**src/rtl/length_checksum_packet_deframer_unit_defines.svh**
```systemverilog
// ----------------------------------------------------------------------------
// Packet deframer assertion macros
// Shared concurrent assertion forms, clocked on aclk, held off during reset.
// ----------------------------------------------------------------------------
`ifndef LENGTH_CHECKSUM_PACKET_DEFRAMER_UNIT_DEFINES_SVH
`define LENGTH_CHECKSUM_PACKET_DEFRAMER_UNIT_DEFINES_SVH

// same-cycle implication
`define LCPD_ASSERT_NOW(label, clk, rstn, ante, cons) \
    label: assert property (@(posedge clk) disable iff (!rstn) (ante) |-> (cons)) \
        else $error("lcpd: same-cycle check failed");

// next-cycle implication
`define LCPD_ASSERT_NEXT(label, clk, rstn, ante, cons) \
    label: assert property (@(posedge clk) disable iff (!rstn) (ante) |=> (cons)) \
        else $error("lcpd: next-cycle check failed");

`endif

```
**src/rtl/lcpd_pkg.sv**
```systemverilog
`default_nettype none
// ----------------------------------------------------------------------------
// Packet deframer package
// Payload structs, operation and error codes, and shared constants.
// ----------------------------------------------------------------------------
package lcpd_pkg;

    localparam int unsigned BUFFER_BYTES = 256;
    localparam logic [7:0] IDLE_TIMEOUT_RESET = 8'd50;
    localparam logic [15:0] MIN_LENGTH = 16'd4;

    typedef enum logic [1:0] {
        OP_BYTE       = 2'd0,
        OP_LINE_ERROR = 2'd1,
        OP_TICK       = 2'd2,
        OP_CONSUME    = 2'd3
    } op_t;

    typedef enum logic [1:0] {
        ERR_NONE         = 2'd0,
        ERR_CHECKSUM     = 2'd1,
        ERR_SHORT_LENGTH = 2'd2
    } err_t;

    typedef struct packed {
        logic [1:0] operation;
        logic [7:0] rx_byte;
    } in_item_t;

    typedef struct packed {
        logic        store_valid;
        logic [7:0]  store_index;
        logic [7:0]  store_data;
        logic        packet_ready;
        logic [15:0] frame_length;
        logic [15:0] packet_command;
        logic [1:0]  error_code;
        logic        resynced;
    } out_item_t;

    // classified beat handed from the front end to the back end
    typedef struct packed {
        logic       is_byte;
        logic       is_line_error;
        logic       is_tick;
        logic       is_consume;
        logic [7:0] data;
    } cmd_t;

endpackage

`default_nettype wire

```
**src/rtl/lcpd_queue.sv**
```systemverilog
`default_nettype none
// ----------------------------------------------------------------------------
// Packet deframer command queue
// Two-entry queue between front and back end; push and pop may occur in the same cycle.
// ----------------------------------------------------------------------------
module lcpd_queue (
    input  wire logic          aclk,
    input  wire logic          aresetn,
    input  wire logic          in_valid,
    output logic               in_ready,
    input  wire lcpd_pkg::cmd_t in_cmd,
    output logic               out_valid,
    input  wire logic          out_ready,
    output lcpd_pkg::cmd_t     out_cmd
);

    lcpd_pkg::cmd_t entry_reg [2];
    logic           wr_ptr_reg;
    logic           rd_ptr_reg;
    logic [1:0]     count_reg;
    logic [1:0]     count_next;
    logic           push;
    logic           pop;

    assign in_ready  = (count_reg != 2'd2);
    assign out_valid = (count_reg != 2'd0);
    assign out_cmd   = entry_reg[rd_ptr_reg];
    assign push      = in_valid && in_ready;
    assign pop       = out_valid && out_ready;

    always_comb begin
        count_next = count_reg;
        if (push && !pop) begin
            count_next = count_reg + 2'd1;
        end else if (pop && !push) begin
            count_next = count_reg - 2'd1;
        end
    end

    always_ff @(posedge aclk) begin
        if (!aresetn) begin
            wr_ptr_reg <= 1'b0;
            rd_ptr_reg <= 1'b0;
            count_reg  <= 2'd0;
        end else begin
            count_reg <= count_next;
            if (push) begin
                wr_ptr_reg <= ~wr_ptr_reg;
            end
            if (pop) begin
                rd_ptr_reg <= ~rd_ptr_reg;
            end
        end
    end

    always_ff @(posedge aclk) begin
        if (push) begin
            entry_reg[wr_ptr_reg] <= in_cmd;
        end
    end

endmodule

`default_nettype wire

```
**src/rtl/lcpd_front.sv**
```systemverilog
`default_nettype none
// ----------------------------------------------------------------------------
// Packet deframer front end
// Accepts input beats, decodes the operation and queues the result.
// ----------------------------------------------------------------------------
module lcpd_front (
    input  wire logic               aclk,
    input  wire logic               aresetn,
    input  wire logic               s_valid,
    output logic                    s_ready,
    input  wire lcpd_pkg::in_item_t s_data,
    output logic                    q_valid,
    input  wire logic               q_ready,
    output lcpd_pkg::cmd_t          q_cmd
);

    lcpd_pkg::cmd_t dec_cmd;

    always_comb begin
        dec_cmd      = '0;
        dec_cmd.data = s_data.rx_byte;
        unique case (lcpd_pkg::op_t'(s_data.operation))
            lcpd_pkg::OP_BYTE:       dec_cmd.is_byte       = 1'b1;
            lcpd_pkg::OP_LINE_ERROR: dec_cmd.is_line_error = 1'b1;
            lcpd_pkg::OP_TICK:       dec_cmd.is_tick       = 1'b1;
            lcpd_pkg::OP_CONSUME:    dec_cmd.is_consume    = 1'b1;
            default:                 dec_cmd.is_consume    = 1'b1;
        endcase
    end

    lcpd_queue u_queue (
        .aclk      (aclk),
        .aresetn   (aresetn),
        .in_valid  (s_valid),
        .in_ready  (s_ready),
        .in_cmd    (dec_cmd),
        .out_valid (q_valid),
        .out_ready (q_ready),
        .out_cmd   (q_cmd)
    );

endmodule

`default_nettype wire

```
**src/rtl/lcpd_back.sv**
```systemverilog
`default_nettype none
`include "length_checksum_packet_deframer_unit_defines.svh"
// ----------------------------------------------------------------------------
// Packet deframer back end
// Framing state, checksum, idle timer and the registered result beat.
// ----------------------------------------------------------------------------
module lcpd_back (
    input  wire logic           aclk,
    input  wire logic           aresetn,
    input  wire logic           cfg_valid,
    input  wire logic [7:0]     cfg_data,
    input  wire logic           q_valid,
    output logic                q_ready,
    input  wire lcpd_pkg::cmd_t q_cmd,
    output logic                m_valid,
    input  wire logic           m_ready,
    output lcpd_pkg::out_item_t m_data
);

    localparam logic [16:0] BUF_LIMIT = 17'(lcpd_pkg::BUFFER_BYTES);

    logic [16:0]         pos_reg,      pos_next;
    logic                known_reg,    known_next;
    logic [15:0]         exp_len_reg,  exp_len_next;
    logic [7:0]          len_hi_reg,   len_hi_next;
    logic [15:0]         cmd_word_reg, cmd_word_next;
    logic [15:0]         run_sum_reg,  run_sum_next;
    logic [15:0]         rcv_sum_reg,  rcv_sum_next;
    logic                pending_reg,  pending_next;
    logic [7:0]          idle_left_reg, idle_left_next;
    logic [7:0]          timeout_reg;
    logic                m_valid_reg;
    lcpd_pkg::out_item_t m_data_reg,   m_data_next;
    logic                pop;

    assign q_ready = !m_valid_reg || m_ready;
    assign pop     = q_valid && q_ready;
    assign m_valid = m_valid_reg;
    assign m_data  = m_data_reg;

    always_comb begin
        logic [16:0] pos_base;
        logic [16:0] limit;
        logic [15:0] sum_base;
        logic [15:0] len_word;
        logic [15:0] rcv_word;
        lcpd_pkg::err_t err;

        pos_next       = pos_reg;
        known_next     = known_reg;
        exp_len_next   = exp_len_reg;
        len_hi_next    = len_hi_reg;
        cmd_word_next  = cmd_word_reg;
        run_sum_next   = run_sum_reg;
        rcv_sum_next   = rcv_sum_reg;
        pending_next   = pending_reg;
        idle_left_next = idle_left_reg;
        m_data_next    = '0;
        err            = lcpd_pkg::ERR_NONE;
        pos_base       = pos_reg;
        limit          = 17'h0ffff;
        sum_base       = run_sum_reg;
        len_word       = {len_hi_reg, q_cmd.data};
        rcv_word       = {rcv_sum_reg[15:8], q_cmd.data};

        if (q_cmd.is_byte) begin
            idle_left_next = timeout_reg;
            if (!pending_reg) begin
                // silence ran out: framing starts over with this beat
                if (idle_left_reg == 8'd0) begin
                    pos_base             = 17'd0;
                    known_next           = 1'b0;
                    m_data_next.resynced = 1'b1;
                end
                limit        = known_next ? {1'b0, exp_len_reg} : 17'h0ffff;
                sum_base     = (pos_base == 17'd0) ? 16'd0 : run_sum_reg;
                pos_next     = pos_base;
                run_sum_next = sum_base;

                if (pos_base < limit) begin
                    if (pos_base < BUF_LIMIT) begin
                        m_data_next.store_valid = 1'b1;
                        m_data_next.store_index = pos_base[7:0];
                        m_data_next.store_data  = q_cmd.data;
                    end
                    run_sum_next = sum_base + {8'd0, q_cmd.data};
                    pos_next     = pos_base + 17'd1;
                    if (pos_base == 17'd0) begin
                        cmd_word_next = {q_cmd.data, cmd_word_reg[7:0]};
                    end else if (pos_base == 17'd1) begin
                        cmd_word_next = {cmd_word_reg[15:8], q_cmd.data};
                    end else if (pos_base == 17'd2) begin
                        len_hi_next = q_cmd.data;
                    end else if (pos_base == 17'd3) begin
                        exp_len_next = len_word;
                        known_next   = 1'b1;
                        if (len_word < lcpd_pkg::MIN_LENGTH) begin
                            err        = lcpd_pkg::ERR_SHORT_LENGTH;
                            pos_next   = 17'd0;
                            known_next = 1'b0;
                        end
                    end
                end else if (pos_base == limit) begin
                    rcv_sum_next = {q_cmd.data, 8'd0};
                    pos_next     = pos_base + 17'd1;
                end else if (pos_base == limit + 17'd1) begin
                    rcv_sum_next = rcv_word;
                    pos_next     = pos_base + 17'd1;
                    if (rcv_word == sum_base) begin
                        pending_next = 1'b1;
                    end else begin
                        err        = lcpd_pkg::ERR_CHECKSUM;
                        pos_next   = 17'd0;
                        known_next = 1'b0;
                    end
                end else begin
                    pos_next   = 17'd0;
                    known_next = 1'b0;
                end
            end
        end else if (q_cmd.is_line_error) begin
            if (!pending_reg) begin
                pos_next             = 17'd0;
                known_next           = 1'b0;
                m_data_next.resynced = 1'b1;
            end
        end else if (q_cmd.is_tick) begin
            if (idle_left_reg != 8'd0) begin
                idle_left_next = idle_left_reg - 8'd1;
            end
        end else begin
            if (pending_reg) begin
                pending_next = 1'b0;
                pos_next     = 17'd0;
                known_next   = 1'b0;
            end
        end

        m_data_next.error_code     = err;
        m_data_next.packet_ready   = pending_next;
        m_data_next.frame_length   = exp_len_next;
        m_data_next.packet_command = cmd_word_next;
    end

    always_ff @(posedge aclk) begin
        if (!aresetn) begin
            pos_reg       <= 17'd0;
            known_reg     <= 1'b0;
            exp_len_reg   <= 16'd0;
            len_hi_reg    <= 8'd0;
            cmd_word_reg  <= 16'd0;
            run_sum_reg   <= 16'd0;
            rcv_sum_reg   <= 16'd0;
            pending_reg   <= 1'b0;
            idle_left_reg <= 8'd0;
            timeout_reg   <= lcpd_pkg::IDLE_TIMEOUT_RESET;
            m_valid_reg   <= 1'b0;
        end else begin
            if (cfg_valid) begin
                timeout_reg <= cfg_data;
            end
            if (pop) begin
                pos_reg       <= pos_next;
                known_reg     <= known_next;
                exp_len_reg   <= exp_len_next;
                len_hi_reg    <= len_hi_next;
                cmd_word_reg  <= cmd_word_next;
                run_sum_reg   <= run_sum_next;
                rcv_sum_reg   <= rcv_sum_next;
                pending_reg   <= pending_next;
                idle_left_reg <= idle_left_next;
                m_valid_reg   <= 1'b1;
            end else if (m_ready) begin
                m_valid_reg <= 1'b0;
            end
        end
    end

    always_ff @(posedge aclk) begin
        if (pop) begin
            m_data_reg <= m_data_next;
        end
    end

    // a held packet blocks storing and resync
    `LCPD_ASSERT_NEXT(a_pending_blocks, aclk, aresetn,
        pop && pending_reg && !q_cmd.is_consume,
        !m_data_reg.store_valid && !m_data_reg.resynced && m_data_reg.packet_ready)

    // any reported error leaves framing at its start
    `LCPD_ASSERT_NEXT(a_error_restarts, aclk, aresetn,
        pop && (m_data_next.error_code != 2'(lcpd_pkg::ERR_NONE)),
        pos_reg == 17'd0 && !known_reg)

    // ticks count the idle timer down by one
    `LCPD_ASSERT_NEXT(a_tick_counts_down, aclk, aresetn,
        pop && q_cmd.is_tick && idle_left_reg != 8'd0,
        idle_left_reg == $past(idle_left_reg) - 8'd1)

endmodule

`default_nettype wire

```
**src/rtl/length_checksum_packet_deframer_unit.sv**
```systemverilog
`default_nettype none
// Path: an accepted input beat is written into a queue slot, and its result
// beat is then written into the output register.
// Throughput: one beat per cycle while m_ready stays high; the two-entry
// queue and the output register let input and output stall independently.
// Reset: synchronous on aresetn low; framing, sums and idle timer clear to zero,
// the idle timeout register loads 50 ticks, queue and output empty.
// ----------------------------------------------------------------------------
// Length-prefixed packet deframer
// Splits length-prefixed packets, checks the 16-bit additive checksum and
// hands each stored byte on with its buffer index.
// ----------------------------------------------------------------------------
module length_checksum_packet_deframer_unit (
    input  wire logic                aclk,
    input  wire logic                aresetn,
    input  wire logic                s_valid,
    output logic                     s_ready,
    input  wire lcpd_pkg::in_item_t  s_data,
    output logic                     m_valid,
    input  wire logic                m_ready,
    output lcpd_pkg::out_item_t      m_data,
    input  wire logic                cfg_valid,
    output logic                     cfg_ready,
    input  wire logic [7:0]          cfg_data
);

    logic           q_valid;
    logic           q_ready;
    lcpd_pkg::cmd_t q_cmd;

    assign cfg_ready = 1'b1;

    lcpd_front u_front (
        .aclk    (aclk),
        .aresetn (aresetn),
        .s_valid (s_valid),
        .s_ready (s_ready),
        .s_data  (s_data),
        .q_valid (q_valid),
        .q_ready (q_ready),
        .q_cmd   (q_cmd)
    );

    lcpd_back u_back (
        .aclk      (aclk),
        .aresetn   (aresetn),
        .cfg_valid (cfg_valid),
        .cfg_data  (cfg_data),
        .q_valid   (q_valid),
        .q_ready   (q_ready),
        .q_cmd     (q_cmd),
        .m_valid   (m_valid),
        .m_ready   (m_ready),
        .m_data    (m_data)
    );

endmodule

`default_nettype wire
```
**config.mk**
```make
export PLATFORM = sky130hd
export DESIGN_NAME = length_checksum_packet_deframer_unit
export DESIGN_NICKNAME = d
export VERILOG_FILES = /design/src/rtl/lcpd_pkg.sv /design/src/rtl/lcpd_queue.sv /design/src/rtl/lcpd_front.sv /design/src/rtl/lcpd_back.sv /design/src/rtl/length_checksum_packet_deframer_unit.sv
export VERILOG_INCLUDE_DIRS = /design/src /design/src/rtl
export SDC_FILE = /design/constraint.sdc
export NUM_CORES = 1
export LEC_CHECK = 0
export ABC_CLOCK_PERIOD_IN_PS = 12500
export BUFFER_PORTS_ARGS = -buffer_cell sky130_fd_sc_hd__buf_4
export CAP_MARGIN = 15
export CORE_ASPECT_RATIO = 0.9
export CORE_UTILIZATION = 35
export CTS_BUF_LIST = sky130_fd_sc_hd__clkbuf_8
export DETAILED_ROUTE_END_ITERATION = 8
export PLACE_DENSITY = 0.58
export SLEW_MARGIN = 25
export SYNTH_ARGS = -nofsm -noshare
export SYNTH_HDL_FRONTEND = slang
export SYNTH_HIERARCHICAL = 1
export SYNTH_SLANG_ARGS = --single-unit
export TNS_END_PERCENT = 1
```
**constraint.sdc**
```tcl
create_clock -name aclk -period 12.5 [get_ports aclk]
set_input_delay 3.75 -clock aclk [delete_from_list [all_inputs] [get_ports aclk]]
set_output_delay 3.75 -clock aclk [all_outputs]
set_load 0.02 [all_outputs]
```
==> results.md <==
- Routing usage on met1: 25.3%
- Fmax achieved: 0.181 GHz
- Worst path arrival time: 5.93 ns
- Met2 usage: 27.9%
- DR vias/cell: 5.41
- Final setup fails: 0
- CP endpoint kind: flop
- Detail Route Antenna Nets: 0
- FF-to-FF End: u_back/pos_reg[14]
- Design area: 11,100 um2
- R2R depth: 15
- Via count: 7,638
- Worst-path clk slew: 0.10 ns
- Worst slew pin tran: 0.805 ns
- DRT Pass-1 Iters: 7
- Max-Slew Margin vs Limit: 46.2%
- # hold bufs at CTS: 0
- Antenna violations before repair: 0
- Setup crit end: u_back/pos_reg[14]
- Setup_tns: 0 ns
- CP Cell Sequence: inv_1, ha_1, or3b_1, nor2_1, or3_1, ha_1, nand3_1, nor2_1, mux2_2, a31oi_1, o2111ai_1, a2111oi_4, a31oi_4, nor2_2, a32o_1
- Die area: 28,900 um2
- Die Y: 161 um
- GPL Wtd Cong: 0.907
- H-tree depth: 4
- Max reg flops: 53
- DR iter-0 viols: 668
- Final Instance Count excl. Fillers: 1,412
- Critical-path top delay cell: ha_1
- RSZ-0062 raised after global routing: no
- Avg Cell Area, Syn: 9.73 um2
- Commonest non-fill, non-tap cells in the layout: dfxtp_1, nand2_1, buf_4
- ANT cells: 0
- Failing checks: DRC
- GRT busiest layer: met2
- Placement Cell Area: 10,600 um2
- Syn. warnings: 6
- CP max FO: 22
- CTS root buf: clkbuf_8
- Max Slew Vio Count: 0
- Worst-Skew Late Latency: 0.48 ns
- Drt wl/cell: 17.9 um
- Final Util: 40.4%
- Ports: 79
- Worst r2r src: u_back/idle_left_reg[0]
- Drc violations: 18
- Max cap viols: 0
- Period utilization: 44.1%
- Synth Net Count: 1,069
- PortBufs: 77
- HPWL after DPL: 17,200 um
- P_leak: 4.36 nW
- TritonCTS Sinks: 180
- Final Hold Vio Count: 0
- Most common cell after layout, fill and taps aside: dfxtp_1
- CP Launch Point: u_back/idle_left_reg[0]
- Worst path max stage delay: 0.67 ns
- Share of layout cells above drive strength 1: 18.1%
- Postcts setup bufs: 0
- Startpoint class of the critical path: flop
- Met3 Use GR: 3.37%
- Cts repair resizes: 0
- GRT Util Overall: 18.0%
- Mapped Area: 9880 um2
- WS Path Type: reg2reg
- Area Growth Syn to Fin: 11.9%
- Syn Inst Count: 1,015
- Routed WL: 25,300 um
- Largest net degree at the start of global routing: 61
- CTS buffer count: 17
- Row cnt: 57
- Max VDD drop: 0.0000808 V
- Global-route wire length before repair: 40,400 um
- Skew final: 0.0217 ns
- Reg2reg setup slack: 6.98 ns
- GRT overflow: 0
- Clock Tree Buf Depth: 2
- Required time of the critical path: 12.92 ns
- CTS tree: built
- Cell Pwr Density: 178 nW/um2
- Post-route minimum period: 5.52 ns
- Number of global-route vias before repair: 7,236
- Die width: 179 um
- Placed cell count: 1,380
- Worst min path class: reg2reg
- Core area: 27,400 um2
- Initial core utilization: 36.1%
- Fin nets: 1,099
- Status: finished, violations left
==> cell type report <==
type                       count  area, um2
timing repair buffer          85        638
sequential                   180       4350
clock buffer                  17        234
multi-input combinational    731       5090
fill                        2690      16300
inverter                      30        113
clock inverter                15        179
tap                          354        443
==> critical path: cells and delay by family (launching register included) <==
| family | cells | cell delay [ns] |
|---|---|---|
| AND/OR/NAND/NOR | 6 | 2.23 |
| AO/OA/AOI/OAI | 5 | 1.60 |
| adder cells (fa/ha/maj) | 2 | 0.84 |
| multiplexers | 1 | 0.36 |
| flip-flops | 1 | 0.34 |
| buffers and inverters | 1 | 0.08 |
==> worst min-delay path by stage <==
stage	end	depth (start not counted)	startpoint
final	u_back/timeout_reg[4]	2	u_back/timeout_reg[4]
after global routing	u_back/exp_len_reg[11]	2	u_back/len_hi_reg[3]
after CTS	u_back/exp_len_reg[11]	2	u_back/len_hi_reg[3]
after detailed placement	u_back/timeout_reg[4]	2	u_back/timeout_reg[4]
after global placement	u_back/timeout_reg[5]	2	u_back/timeout_reg[5]
after floorplan	u_back/timeout_reg[5]	2	u_back/timeout_reg[5]
==> power by group <==
group	switching [mW]	internal (mW)	leakage [nW]
combinational	0.495	0.259	2.58
clock	0.241	0.166	0.202
sequential	0.0511	0.756	1.58
==> metal layers <==
metal  share of wire [%]  wire (um)
met2                  46      11500
met5                   0          0
met1                  47      12000
met3                 5.4       1360
met4                 1.7        440
==> metrics by stage <==
stage	total power, mW	setup slack, ns	hold slack [ns]
6_report	1.97	6.98	0.481
3_5_place_dp	1.58	6.43	0.462
2_1_floorplan	1.33	5.96	0.441
4_1_cts	1.99	6.95	0.487
5_1_grt	2.09	6.63	0.517
3_3_place_gp	1.58	6.51	0.460
(Power assumes the default switching activity.)
